[src/rtl/core/tevd_pkg.sv]
// shared types, event codes and sizes for the touch event decoder
package tevd_pkg;

	localparam int COORD_FRAC_BITS_DEF = 16;
	localparam int QUEUE_DEPTH_DEF     = 2;
	localparam int POS_W               = 16;
	localparam int STAMP_W             = 48;
	localparam int RAW_W               = 32;
	localparam int CFG_IDX_W           = 3;

	localparam logic [15:0] EV_TYPE_SYNC = 16'h0000;
	localparam logic [15:0] EV_TYPE_ABS  = 16'h0003;
	localparam logic [15:0] CODE_REPORT  = 16'h0000;
	localparam logic [15:0] CODE_SLOT    = 16'h002f;
	localparam logic [15:0] CODE_TRACK   = 16'h0039;
	localparam logic [15:0] CODE_POS_X   = 16'h0035;
	localparam logic [15:0] CODE_POS_Y   = 16'h0036;

	localparam logic [CFG_IDX_W-1:0] REG_X_MIN  = 3'd0;
	localparam logic [CFG_IDX_W-1:0] REG_X_MAX  = 3'd1;
	localparam logic [CFG_IDX_W-1:0] REG_Y_MIN  = 3'd2;
	localparam logic [CFG_IDX_W-1:0] REG_Y_MAX  = 3'd3;
	localparam logic [CFG_IDX_W-1:0] REG_FLIP_X = 3'd4;
	localparam logic [CFG_IDX_W-1:0] REG_FLIP_Y = 3'd5;

	typedef enum logic [1:0] {
		PHASE_DOWN = 2'd0,
		PHASE_UP   = 2'd1,
		PHASE_MOVE = 2'd2
	} phase_t;

	typedef struct packed {
		logic [RAW_W-1:0]   raw_x;
		logic [RAW_W-1:0]   raw_y;
		logic [STAMP_W-1:0] stamp;
		phase_t             phase;
	} sample_job_t;

	typedef struct packed {
		logic [RAW_W-1:0] x_min;
		logic [RAW_W-1:0] x_max;
		logic [RAW_W-1:0] y_min;
		logic [RAW_W-1:0] y_max;
		logic             flip_x;
		logic             flip_y;
	} axis_cfg_t;

endpackage

[src/rtl/core/tevd_front.sv]
// event classifier: slot 0 tracking state and sample jobs on sync reports
module tevd_front import tevd_pkg::*; (
	input  logic        clk,
	input  logic        arst_n,
	input  logic        push,
	input  logic        full,
	input  logic [15:0] event_type,
	input  logic [15:0] event_code,
	input  logic [31:0] event_value,
	input  logic [47:0] time_ms,
	output logic        job_push,
	output sample_job_t job
);

	logic             other_slot_q;
	logic             finger_down_q;
	logic             press_q;
	logic             release_q;
	logic             moved_q;
	logic [RAW_W-1:0] raw_x_q;
	logic [RAW_W-1:0] raw_y_q;

	logic   accept;
	logic   is_abs;
	logic   is_sync;
	logic   emit;
	phase_t phase;

	assign accept  = push && !full;
	assign is_abs  = event_type == EV_TYPE_ABS;
	assign is_sync = (event_type == EV_TYPE_SYNC) && (event_code == CODE_REPORT);

	// down wins over up, up over move
	always_comb begin
		emit  = 1'b0;
		phase = PHASE_MOVE;
		if (press_q && !finger_down_q) begin
			emit  = 1'b1;
			phase = PHASE_DOWN;
		end else if (release_q && finger_down_q) begin
			emit  = 1'b1;
			phase = PHASE_UP;
		end else if (moved_q && finger_down_q) begin
			emit  = 1'b1;
		end
	end

	assign job_push  = accept && is_sync && emit;
	assign job.raw_x = raw_x_q;
	assign job.raw_y = raw_y_q;
	assign job.stamp = time_ms;
	assign job.phase = phase;

	always_ff @(posedge clk or negedge arst_n) begin
		if (!arst_n) begin
			other_slot_q  <= 1'b0;
			finger_down_q <= 1'b0;
			press_q       <= 1'b0;
			release_q     <= 1'b0;
			moved_q       <= 1'b0;
			raw_x_q       <= '0;
			raw_y_q       <= '0;
		end else if (accept) begin
			if (is_abs) begin
				if (event_code == CODE_SLOT) begin
					other_slot_q <= event_value != '0;
				end else if (!other_slot_q) begin
					case (event_code)
						CODE_TRACK: begin
							if (event_value[31]) release_q <= 1'b1;
							else press_q <= 1'b1;
						end
						CODE_POS_X: begin
							raw_x_q <= event_value;
							moved_q <= 1'b1;
						end
						CODE_POS_Y: begin
							raw_y_q <= event_value;
							moved_q <= 1'b1;
						end
						default: ;
					endcase
				end
			end else if (is_sync) begin
				if (emit && phase == PHASE_DOWN) finger_down_q <= 1'b1;
				if (emit && phase == PHASE_UP) finger_down_q <= 1'b0;
				press_q   <= 1'b0;
				release_q <= 1'b0;
				moved_q   <= 1'b0;
			end
		end
	end

endmodule

[src/rtl/core/tevd_queue.sv]
// small job queue between the classifier and the normalizer
module tevd_queue import tevd_pkg::*; #(
	parameter int DEPTH = QUEUE_DEPTH_DEF
) (
	input  logic        clk,
	input  logic        arst_n,
	input  logic        wr_en,
	input  sample_job_t wr_data,
	output logic        full,
	input  logic        rd_en,
	output sample_job_t rd_data,
	output logic        empty
);

	localparam int PTR_W = (DEPTH > 1) ? $clog2(DEPTH) : 1;
	localparam int CNT_W = $clog2(DEPTH + 1);

	sample_job_t      mem_q [DEPTH];
	logic [PTR_W-1:0] wr_ptr_q;
	logic [PTR_W-1:0] rd_ptr_q;
	logic [CNT_W-1:0] count_q;

	logic do_wr;
	logic do_rd;

	assign full    = count_q == CNT_W'(DEPTH);
	assign empty   = count_q == '0;
	assign do_wr   = wr_en && !full;
	assign do_rd   = rd_en && !empty;
	assign rd_data = mem_q[rd_ptr_q];

	function automatic logic [PTR_W-1:0] next_ptr(input logic [PTR_W-1:0] p);
		return (p == PTR_W'(DEPTH - 1)) ? '0 : p + 1'b1;
	endfunction

	always_ff @(posedge clk) begin
		if (do_wr) mem_q[wr_ptr_q] <= wr_data;
	end

	always_ff @(posedge clk or negedge arst_n) begin
		if (!arst_n) begin
			wr_ptr_q <= '0;
			rd_ptr_q <= '0;
			count_q  <= '0;
		end else begin
			if (do_wr) wr_ptr_q <= next_ptr(wr_ptr_q);
			if (do_rd) rd_ptr_q <= next_ptr(rd_ptr_q);
			if (do_wr && !do_rd) count_q <= count_q + 1'b1;
			else if (do_rd && !do_wr) count_q <= count_q - 1'b1;
		end
	end

endmodule

[src/rtl/core/tevd_div.sv]
// restoring divider, one quotient bit per cycle, quotient known to fit FRAC bits
module tevd_div import tevd_pkg::*; #(
	parameter int FRAC = COORD_FRAC_BITS_DEF
) (
	input  logic                  clk,
	input  logic                  arst_n,
	input  logic                  start,
	input  logic [RAW_W+FRAC:0]   dividend,
	input  logic [RAW_W-1:0]      divisor,
	output logic                  busy,
	output logic [FRAC-1:0]       quotient
);

	localparam int CNT_W = $clog2(FRAC + 1);

	logic [RAW_W-1:0] rem_q;
	logic [RAW_W-1:0] dvs_q;
	logic [FRAC-1:0]  dvd_q;
	logic [FRAC-1:0]  quo_q;
	logic [CNT_W-1:0] cnt_q;

	logic [RAW_W:0] trial;
	logic [RAW_W:0] diff;
	logic           fits;

	assign trial    = {rem_q, dvd_q[FRAC-1]};
	assign diff     = trial - {1'b0, dvs_q};
	assign fits     = trial >= {1'b0, dvs_q};
	assign busy     = cnt_q != '0;
	assign quotient = quo_q;

	always_ff @(posedge clk) begin
		if (start) begin
			// upper part is below the divisor when the quotient fits
			rem_q <= dividend[RAW_W+FRAC-1:FRAC];
			dvd_q <= dividend[FRAC-1:0];
			dvs_q <= divisor;
			quo_q <= '0;
		end else if (busy) begin
			rem_q <= fits ? diff[RAW_W-1:0] : trial[RAW_W-1:0];
			dvd_q <= {dvd_q[FRAC-2:0], 1'b0};
			quo_q <= {quo_q[FRAC-2:0], fits};
		end
	end

	always_ff @(posedge clk or negedge arst_n) begin
		if (!arst_n) begin
			cnt_q <= '0;
		end else if (start) begin
			cnt_q <= CNT_W'(FRAC);
		end else if (busy) begin
			cnt_q <= cnt_q - 1'b1;
		end
	end

endmodule

[src/rtl/core/tevd_back.sv]
// normalizer: offsets, range checks, two dividers and the result register
module tevd_back import tevd_pkg::*; #(
	parameter int FRAC = COORD_FRAC_BITS_DEF
) (
	input  logic               clk,
	input  logic               arst_n,
	input  axis_cfg_t          cfg,
	input  logic               job_empty,
	input  sample_job_t        job,
	output logic               job_pop,
	input  logic               pop,
	output logic               empty,
	output logic [POS_W-1:0]   pos_x,
	output logic [POS_W-1:0]   pos_y,
	output logic [STAMP_W-1:0] stamp_ms,
	output logic [1:0]         phase
);

	localparam int DW = RAW_W + FRAC + 1;
	localparam logic [FRAC-1:0] FULL = '1;

	typedef enum logic [1:0] {
		B_IDLE,
		B_PREP,
		B_DIV
	} bstate_t;

	bstate_t              state_q;
	logic signed [RAW_W:0] rng_x_q, rng_y_q, num_x_q, num_y_q;
	logic [STAMP_W-1:0]   stamp_q;
	phase_t               phase_q;
	logic                 bad_x_q, bad_y_q, lo_x_q, lo_y_q, hi_x_q, hi_y_q;
	logic                 out_valid_q;
	logic [POS_W-1:0]     pos_x_q, pos_y_q;
	logic [STAMP_W-1:0]   out_stamp_q;
	phase_t               out_phase_q;

	logic signed [RAW_W:0] rng_x, rng_y, num_x, num_y;
	logic [DW-1:0]         dvd_x, dvd_y;
	logic                  start;
	logic                  busy_x, busy_y;
	logic [FRAC-1:0]       quo_x, quo_y;
	logic [FRAC-1:0]       q_x, q_y, f_x, f_y;
	logic                  slot_free;
	logic                  load;

	// exact 33-bit differences of sign-extended values
	assign rng_x = $signed({cfg.x_max[RAW_W-1], cfg.x_max}) - $signed({cfg.x_min[RAW_W-1], cfg.x_min});
	assign rng_y = $signed({cfg.y_max[RAW_W-1], cfg.y_max}) - $signed({cfg.y_min[RAW_W-1], cfg.y_min});
	assign num_x = $signed({job.raw_x[RAW_W-1], job.raw_x}) - $signed({cfg.x_min[RAW_W-1], cfg.x_min});
	assign num_y = $signed({job.raw_y[RAW_W-1], job.raw_y}) - $signed({cfg.y_min[RAW_W-1], cfg.y_min});

	// num * FULL + range / 2, with num * FULL as a shift and a subtract
	assign dvd_x = {1'b0, num_x_q[RAW_W-1:0], {FRAC{1'b0}}} - DW'(num_x_q[RAW_W-1:0])
		+ DW'(rng_x_q[RAW_W:1]);
	assign dvd_y = {1'b0, num_y_q[RAW_W-1:0], {FRAC{1'b0}}} - DW'(num_y_q[RAW_W-1:0])
		+ DW'(rng_y_q[RAW_W:1]);

	assign start     = state_q == B_PREP;
	assign job_pop   = (state_q == B_IDLE) && !job_empty;
	assign slot_free = !out_valid_q || pop;
	assign load      = (state_q == B_DIV) && !busy_x && !busy_y && slot_free;

	tevd_div #(.FRAC(FRAC)) u_div_x (
		.clk      (clk),
		.arst_n   (arst_n),
		.start    (start),
		.dividend (dvd_x),
		.divisor  (rng_x_q[RAW_W-1:0]),
		.busy     (busy_x),
		.quotient (quo_x)
	);

	tevd_div #(.FRAC(FRAC)) u_div_y (
		.clk      (clk),
		.arst_n   (arst_n),
		.start    (start),
		.dividend (dvd_y),
		.divisor  (rng_y_q[RAW_W-1:0]),
		.busy     (busy_y),
		.quotient (quo_y)
	);

	// clamps override the divider, an empty range gives zero even when flipped
	always_comb begin
		q_x = lo_x_q ? '0 : (hi_x_q ? FULL : quo_x);
		q_y = lo_y_q ? '0 : (hi_y_q ? FULL : quo_y);
		f_x = bad_x_q ? '0 : (cfg.flip_x ? FULL - q_x : q_x);
		f_y = bad_y_q ? '0 : (cfg.flip_y ? FULL - q_y : q_y);
	end

	always_ff @(posedge clk or negedge arst_n) begin
		if (!arst_n) begin
			state_q     <= B_IDLE;
			out_valid_q <= 1'b0;
			rng_x_q     <= '0;
			rng_y_q     <= '0;
			num_x_q     <= '0;
			num_y_q     <= '0;
			stamp_q     <= '0;
			phase_q     <= PHASE_MOVE;
			bad_x_q     <= 1'b0;
			bad_y_q     <= 1'b0;
			lo_x_q      <= 1'b0;
			lo_y_q      <= 1'b0;
			hi_x_q      <= 1'b0;
			hi_y_q      <= 1'b0;
			pos_x_q     <= '0;
			pos_y_q     <= '0;
			out_stamp_q <= '0;
			out_phase_q <= PHASE_MOVE;
		end else begin
			// a new sample replaces the one leaving in the same cycle
			if (load) out_valid_q <= 1'b1;
			else if (pop) out_valid_q <= 1'b0;
			case (state_q)
				B_IDLE: begin
					if (!job_empty) begin
						rng_x_q <= rng_x;
						rng_y_q <= rng_y;
						num_x_q <= num_x;
						num_y_q <= num_y;
						stamp_q <= job.stamp;
						phase_q <= job.phase;
						state_q <= B_PREP;
					end
				end
				B_PREP: begin
					bad_x_q <= rng_x_q[RAW_W] || (rng_x_q == '0);
					bad_y_q <= rng_y_q[RAW_W] || (rng_y_q == '0);
					lo_x_q  <= num_x_q[RAW_W] || (num_x_q == '0);
					lo_y_q  <= num_y_q[RAW_W] || (num_y_q == '0);
					hi_x_q  <= num_x_q >= rng_x_q;
					hi_y_q  <= num_y_q >= rng_y_q;
					state_q <= B_DIV;
				end
				B_DIV: begin
					if (load) begin
						pos_x_q     <= POS_W'(f_x);
						pos_y_q     <= POS_W'(f_y);
						out_stamp_q <= stamp_q;
						out_phase_q <= phase_q;
						state_q     <= B_IDLE;
					end
				end
				default: state_q <= B_IDLE;
			endcase
		end
	end

	assign empty    = !out_valid_q;
	assign pos_x    = pos_x_q;
	assign pos_y    = pos_y_q;
	assign stamp_ms = out_stamp_q;
	assign phase    = out_phase_q;

endmodule

[src/rtl/core/touch_event_to_sample_decoder.sv]
// top level of the touch event decoder: registers, classifier, job queue, normalizer
//
// Input channel: one event beat (event_type, event_code, event_value, time_ms)
// is taken at each clock edge with push high and full low. Events are
// classified in the cycle they arrive, so the input runs at one beat per
// cycle while full stays low.
// A sync report that yields a sample places a job in a job queue
// (QUEUE_DEPTH entries); full rises when that queue is full and then holds off
// every event beat until the normalizer takes a job.
// The normalizer works on one sample at a time: it registers the offsets, then
// the range checks and the scaled dividend, then forms one quotient bit per
// cycle in two restoring dividers running side by side.
// Result channel: the oldest sample sits on pos_x, pos_y, stamp_ms and phase
// while empty is low and leaves at an edge with pop high. A stalled receiver
// holds the sample in the result register, the normalizer then waits with its
// finished job, and the queue fills behind it.
// Configuration: cfg_we writes cfg_data into register cfg_index at once;
// indexes beyond flip_y are ignored. Writes belong to idle periods.
// Reset clears the tracking state, the queue and the result register; the
// range registers return to 0..4095 with no mirroring.
module touch_event_to_sample_decoder import tevd_pkg::*; #(
	parameter int COORD_FRAC_BITS = COORD_FRAC_BITS_DEF,
	parameter int QUEUE_DEPTH     = QUEUE_DEPTH_DEF
) (
	input  logic                 clk,
	input  logic                 arst_n,
	input  logic                 push,
	output logic                 full,
	input  logic [15:0]          event_type,
	input  logic [15:0]          event_code,
	input  logic [31:0]          event_value,
	input  logic [STAMP_W-1:0]   time_ms,
	output logic                 empty,
	input  logic                 pop,
	output logic [POS_W-1:0]     pos_x,
	output logic [POS_W-1:0]     pos_y,
	output logic [STAMP_W-1:0]   stamp_ms,
	output logic [1:0]           phase,
	input  logic                 cfg_we,
	input  logic [CFG_IDX_W-1:0] cfg_index,
	input  logic [RAW_W-1:0]     cfg_data
);

	axis_cfg_t   cfg_q;
	logic        job_push;
	sample_job_t job_in;
	sample_job_t job_out;
	logic        job_empty;
	logic        job_pop;

	always_ff @(posedge clk or negedge arst_n) begin
		if (!arst_n) begin
			cfg_q.x_min  <= 32'sd0;
			cfg_q.x_max  <= 32'sd4095;
			cfg_q.y_min  <= 32'sd0;
			cfg_q.y_max  <= 32'sd4095;
			cfg_q.flip_x <= 1'b0;
			cfg_q.flip_y <= 1'b0;
		end else if (cfg_we) begin
			case (cfg_index)
				REG_X_MIN:  cfg_q.x_min  <= cfg_data;
				REG_X_MAX:  cfg_q.x_max  <= cfg_data;
				REG_Y_MIN:  cfg_q.y_min  <= cfg_data;
				REG_Y_MAX:  cfg_q.y_max  <= cfg_data;
				REG_FLIP_X: cfg_q.flip_x <= cfg_data[0];
				REG_FLIP_Y: cfg_q.flip_y <= cfg_data[0];
				default: ;
			endcase
		end
	end

	tevd_front u_front (
		.clk         (clk),
		.arst_n      (arst_n),
		.push        (push),
		.full        (full),
		.event_type  (event_type),
		.event_code  (event_code),
		.event_value (event_value),
		.time_ms     (time_ms),
		.job_push    (job_push),
		.job         (job_in)
	);

	tevd_queue #(.DEPTH(QUEUE_DEPTH)) u_queue (
		.clk     (clk),
		.arst_n  (arst_n),
		.wr_en   (job_push),
		.wr_data (job_in),
		.full    (full),
		.rd_en   (job_pop),
		.rd_data (job_out),
		.empty   (job_empty)
	);

	tevd_back #(.FRAC(COORD_FRAC_BITS)) u_back (
		.clk       (clk),
		.arst_n    (arst_n),
		.cfg       (cfg_q),
		.job_empty (job_empty),
		.job       (job_out),
		.job_pop   (job_pop),
		.pop       (pop),
		.empty     (empty),
		.pos_x     (pos_x),
		.pos_y     (pos_y),
		.stamp_ms  (stamp_ms),
		.phase     (phase)
	);

endmodule

[config.mk]
export PLATFORM = sky130hd
export DESIGN_NAME = touch_event_to_sample_decoder
export DESIGN_NICKNAME = d
export VERILOG_FILES = /design/src/rtl/core/tevd_pkg.sv /design/src/rtl/core/tevd_front.sv /design/src/rtl/core/tevd_queue.sv /design/src/rtl/core/tevd_div.sv /design/src/rtl/core/tevd_back.sv /design/src/rtl/core/touch_event_to_sample_decoder.sv
export SDC_FILE = /design/constraint.sdc
export NUM_CORES = 2
export LEC_CHECK = 0
export BUFFER_PORTS_ARGS = -buffer_cell sky130_fd_sc_hd__buf_2
export CORE_ASPECT_RATIO = 0.75
export CORE_MARGIN = 1.5
export CORE_UTILIZATION = 55
export DETAILED_ROUTE_END_ITERATION = 16
export HOLD_SLACK_MARGIN = 0.02
export PLACE_DENSITY = 0.72
export SLEW_MARGIN = 20
export SYNTH_ARGS = -nofsm -noshare
export SYNTH_HDL_FRONTEND = slang
export SYNTH_SLANG_ARGS = --single-unit
[constraint.sdc]
create_clock -name clk -period 7.9 [get_ports clk]
set_input_delay 1.58 -clock clk [delete_from_list [all_inputs] [get_ports clk]]
set_output_delay 1.58 -clock clk [all_outputs]
set_load 0.02 [all_outputs]
### Word level (Yosys, flattened, before mapping)

Memories as Yosys holds them, arrays and structs flattened.
Cells that the tools add are included.

* register bits: 678
* RAM bits: 228
* output and inout bits: 84
* logic and storage cells: 214
* memories: 1

* add/sub/neg operators: 18
* order comparisons: 4
* equal/unequal tests: 22
* muxes and demuxes: 55
* bitwise gates (word level): 4
* reductions and logical operators: 66

Memory list
* u_queue.mem_q: depth 2, width 114, read ports 1, clocked after Yosys merged registers in 0, write ports 1, line tevd_queue.sv:18 `sample_job_t mem_q [DEPTH];`

Operator list (number)
* $mux 16: 12
* $mux 32: 6
* $logic_not 33->1: 4
* $sub 32x32->33: 4
* $add 48x32->48: 2
* $sub 48x32->48: 2
* $ge 33x32->1: 2
* $ge 33x33->1: 2
* $eq 16x6->1 const B: 4
* $sub 32x32->32: 2
* $logic_not 16->1: 2
* $reduce_bool 32->1: 1
* $sub 16x16->16 const A: 2
* $mux 1: 26
* $mux 5: 4
* $reduce_and 2->1: 9
* $logic_and 1x1->1: 17
* $eq 16x2->1 const B: 1
* $reduce_and 5->1: 3
* $ne 2x2->1 const B: 7
* $mux 2: 6
* $reduce_and 6->1: 2
* $reduce_bool 2->1: 6
* $reduce_bool 5->1: 2
* 19 further kinds: 41

### Longest topological paths before layout

* depth in word-level cells: 10
* gate-level depth with buffers: 16

### Hierarchy

From an unflattened synthesis, not the netlist that was laid out.

* cell total of the unflattened synthesis: 5253
* area total of the unflattened synthesis: 54851.4 um2

By module, submodules not included
* tevd_back: times used 1, cells each 3190, area an instance 25833.5 um2, seq. area each 6834.1 um2
* tevd_queue: times used 1, cells each 374, area an instance 8623.3 um2, seq. area each 6946.7 um2
* tevd_div at u_back.u_div_y: times used 1, cells each 587, area an instance 6002.0 um2, seq. area each 2847.7 um2
* tevd_div at u_back.u_div_x: times used 1, cells each 575, area an instance 5879.4 um2, seq. area each 2847.7 um2
* touch_event_to_sample_decoder: times used 1, cells each 280, area an instance 5086.1 um2, seq. area each 3283.1 um2
* tevd_front: times used 1, cells each 247, area an instance 3427.0 um2, seq. area each 1726.7 um2

### Least setup slack after synthesis

Ideal clock, no wire load.

* path type: input port to flip-flop
* start point: input event_code[4]
* end point: memory u_queue.mem_q[0][0] (netlist bit), enable pin
* library setup time: 589 ps
* data arrival time: 7715 ps
* path slack: -404 ps
* stages: 5
* path buffers: 0
* cell sequence: or3_1 -> or3_1 -> nor4_1 -> nand2_1 -> nor2_1

* longest elaborated chain between the ends: 7

Ends and longest elaborated chain
* start: declaration: line touch_event_to_sample_decoder.sv:30 `input logic [15:0] event_code,`
* $logic_not 16->1: line tevd_front.sv:31 `assign is_sync = (event_type == EV_TYPE_SYNC) && (event_code == CODE_REPORT);`
* $logic_and 1x1->1: line tevd_front.sv:31
* $logic_and 1x1->1 (2 in a row): line tevd_front.sv:48 `assign job_push = accept && is_sync && emit;`
* $logic_and 1x1->1: line tevd_queue.sv:28 `assign do_wr = wr_en && !full;`
* $mux 1: line tevd_queue.sv:37 `if (do_wr) mem_q[wr_ptr_q] <= wr_data;`
* $mux 1 (not written as such): line tevd_queue.sv:37
* end: declaration: line tevd_queue.sv:18

Every way passes these cells.

### Final worst setup path

* start point: register u_queue.rd_ptr_q
* end point: register u_back.num_y_q[28]

* longest elaborated chain between the ends: 2

Ends and longest elaborated chain
* start: declaration: line tevd_queue.sv:20 `logic [PTR_W-1:0] rd_ptr_q;`
* start signal: assignment: line tevd_queue.sv:47 `if (do_rd) rd_ptr_q <= next_ptr(rd_ptr_q);`
* $mem_v2 2x114
* $sub 32x32->33: line tevd_back.sv:51 `assign num_y = $signed({job.raw_y[RAW_W-1], job.raw_y}) - $signed({cfg.y_min[RAW_W-1], cfg.y_min});`
* end signal: assignment: line tevd_back.sv:122 `num_y_q <= num_y;`
* end: declaration: line tevd_back.sv:29 `logic signed [RAW_W:0] rng_x_q, rng_y_q, num_x_q, num_y_q;`

Every way passes these cells.
A chain may end at the register's enable or synchronous reset.

==> out/results.ini <==
[clocking]
cts_buffers = 92
cts_tree = built
cts.sinks = 906
clockBufferDepth = 3
ctsResizeCount = 0
cts_hold_buf = 0
clk_latency_ns = 0.67
postCtsSetupBuffers = 0
clock-root-buffer = clkbuf_16
clk_pin_slew_ns = 0.06
htree_levels = 3

[placement]
place.gp.congestion = 0.942
numPortBuffers = 235
dp_hpwl_um = 102000
dpl-instance-area_sq_mm = 0.0551

[yosys]
synth_top_family_by_area = compound AO/OA/AOI/OAI gates
synth_xor_area_frac = 0.0460
synth_top_cell_by_area = edfxtp_1
synthMuxAreaShare = 0.0682
synth_warnings = 0
syn_area_sq_mm = 0.0528
ys_seq_area_frac = 0.464
synth-async-reset-ratio = 0.536
syn_nets = 5749
synth-simple-area-share = 0.114
syn_inst = 5154
synth_area_per_cell_sq_um = 10.2
ys_ff_latch = 906
synth_area_leaders = edfxtp_1 22%, dfrtp_1 22%, ha_1 9.6%, mux2_2 4.0%, nand2_1 3.9%
synth-main-ff-cell = dfrtp_1
synth-edff-count = 388
synth.distinct_cells = 112
synth_adder_area_share = 0.111
netlist.area_leader.share = 0.221
synth-compound-area-share = 0.155

[power_and_ir_drop]
vdd_drop_max_mv = 0.301
power_density_mw_per_mm2 = 490
p_leak_nw = 26.6

[critical_path]
crit_type = flop to flop
cp-end-kind = flop
arrival_ns = 5.16
crit_start = u_queue.rd_ptr_q
cp.required_ns = 8.48
reg2reg_from = u_queue.rd_ptr_q
path_buf_inv = 0
worst_path_max_delay_cell = dfrtp_4
cpMostUsedCell = o31ai_1
crit_path_cell_trace = mux2i_1 -> ha_1 -> fa_1 -> nor2b_1 -> o31ai_1 -> a211oi_1 -> o2111ai_1 -> a31oi_1 -> a221oi_2 -> o31ai_1 -> a221oi_1 -> xor2_1 -> o21ai_1
cp-start-kind = flop
crit_fanout = 57
slowest_delay_ns = 0.92
path_delay_family = compound AO/OA/AOI/OAI gates

[outcome]
outcome = completed

[detailed_routing]
drc_errors = 0
wl_um = 137000
drt_iter0_markers = 3717
first_pass_iters = 6
vias_per_cell = 5.91
routedWlPerCell_um = 20.6
via_count = 39300
detail-route-antenna-nets = 0

[timing]
worst_pin_slew_ns = 1.07
layout_min_cycle_time_ns = 4.58
slew_headroom = 0.288
period_share = 0.580
rsz0062_at_grt = false
max_freq_mhz = 218
hold_slack_ns = 0.457
hold_viol = 0
fin_skew_ns = 0.0309
setup_viol = 0
slew_violations = 0

[floorplanning]
die_x_um = 361
dieArea_sq_mm = 0.0979
rows = 98
design.core.area_sq_mm = 0.0953
fp.dieH_um = 271
start_util = 0.554
ios = 236

[layout]
stdcell_area_sq_mm = 0.0581
num-nets-final = 5910
area.growth.synth_to_final_pct = 10.1
drive_above_1_share = 0.126

[global_routing]
first_global_vias = 36800
grt_usage = 0.275
overflow = 0
grt_max_degree = 180
antenna_found_initial = 10
grt_pass1_wl_um = 213000

[job]
maxCapViolations = 0

[hold_path]
hold_class = flop to flop
hold_start = u_back.u_div_y.quotient[15]

routing by layer:
layer | up-vias | global-route usage | share of wire
li1 | 18700 | - | -
met1 | 19100 | 0.440 | 0.49
met2 | 1299 | 0.391 | 0.42
met3 | 177 | 0.0395 | 0.074
met4 | 10 | 0.0651 | 0.021
met5 | - | 0 | 0.00044
worst paths after layout:
kind | endpoint | slack (ns) | cells after the start
setup / recovery | u_back.num_y_q[28] | 3.32 | 13
hold / removal | u_back.u_div_y.quotient[15] | 0.46 | 2
setup reg to reg | u_back.num_y_q[28] | 3.32 | 13
hold reg to reg | u_back.u_div_y.quotient[15] | 0.46 | 2
max in group asynchronous | u_back.rng_y_q[31] | 5.42 | 2
min in group asynchronous | u_back.stamp_q[32] | 0.89 | 1
through the flow:
step / worst slack, ns / std cells / util / setup TNS, ns / power, mW
3_3_place_gp: 3.07 / 6471 / 0.578 / 0 / 23.5
4_1_cts: 3.43 / 6639 / 0.610 / 0 / 28.2
6_report: 3.32 / 6643 / 0.610 / 0 / 28.5
5_1_grt: 3.02 / 6643 / 0.610 / 0 / 30.6
2_1_floorplan: -0.404 / 5154 / - / -92.15 / 19.6
3_5_place_dp: 3.08 / 6471 / 0.578 / 0 / 23.8
cells in the final DEF (no fill, tap or decap), drive strengths merged, types with 58 or more instances in the layout:
cell type / n
a21o: 146
a21oi: 333
buf: 260
clkbuf: 129
dfrtp: 460
edfxtp: 388
ha: 403
inv: 407
mux2: 254
mux2i: 74
nand2: 550
nand4: 59
nor2: 288
o21ai: 431
o31ai: 58
xnor2: 170
xor2: 107
cell type report:
cell class                 count  area [sq um]
antenna                        4          10.0
clock buffer                 129          2640
clock inverter                39           402
fill                        7808         37100
inverter                     403          1530
multi-input combinational   3652         26100
sequential                   906         24500
tap                         1250          1560
timing repair buffer         260          1410
kinds of logic (layout without fill, tap and decap cells):
logic type	Yosys count	after routing
AO/OA/AOI/OAI	1307	1307
multiplexers	328	328
adder cells (fa/ha/maj)	443	443
other	0	4
XOR/XNOR	277	277
buffers and inverters	596	831
flip-flops	906	906
AND/OR/NAND/NOR	1297	1297
power breakdown:
group	switching, mW	total, mW	internal (mW)	leakage (nW)
clock	1.87	4.38	2.51	1.48
combinational	9.77	16.2	6.45	14.8
sequential	1.39	7.88	6.49	10.4
total	13.0	28.5	15.4	26.6
sequential cells by signal (all words and copies together) (netlist names), 32 cells and up:
signal,flops
cfg_q,130
u_back.num_x_q,33
u_back.num_y_q,33
u_back.rng_x_q,33
u_back.rng_y_q,33
u_back.stamp_ms,48
u_back.stamp_q,48
u_back.u_div_x.dvs_q,32
u_back.u_div_x.rem_q,32
u_back.u_div_y.dvs_q,32
u_back.u_div_y.rem_q,32
u_front.raw_x_q,32
u_front.raw_y_q,32
u_queue.mem_q,228
synthesized netlist by cell type, types with 10 or more instances:
cell / n
edfxtp_1: 388
and3_1: 34
xor2_1: 107
o21a_1: 46
o21ai_1: 65
nor3b_1: 11
clkbuf_1: 159
nor2b_1: 49
nand2_1: 550
buf_2: 12
a211o_1: 11
nor4_1: 50
o31a_1: 10
o31ai_1: 56
nor3_1: 50
nand4_1: 59
o21bai_1: 43
and2_1: 19
fa_1: 40
dfxtp_1: 32
mux2_1: 65
xnor2_1: 170
inv_1: 402
a21o_1: 145
ha_1: 403
buf_1: 17
or3_1: 21
a31oi_1: 44
nor2_1: 288
nand2b_1: 44
dfrtp_1: 460
o211ai_1: 28
mux2i_1: 74
or2_2: 14
a21oi_1: 330
a211oi_1: 34
dfstp_2: 26
nand3b_1: 15
o21ai_0: 364
mux2_2: 189
nand3_1: 57
tightest hold or removal path: stages (launching register included):
cell     delay, ns
dfxtp_1       0.31
nand2_1       0.05
a21oi_1       0.05
Note: power is estimated with default switching activity, not from simulation.
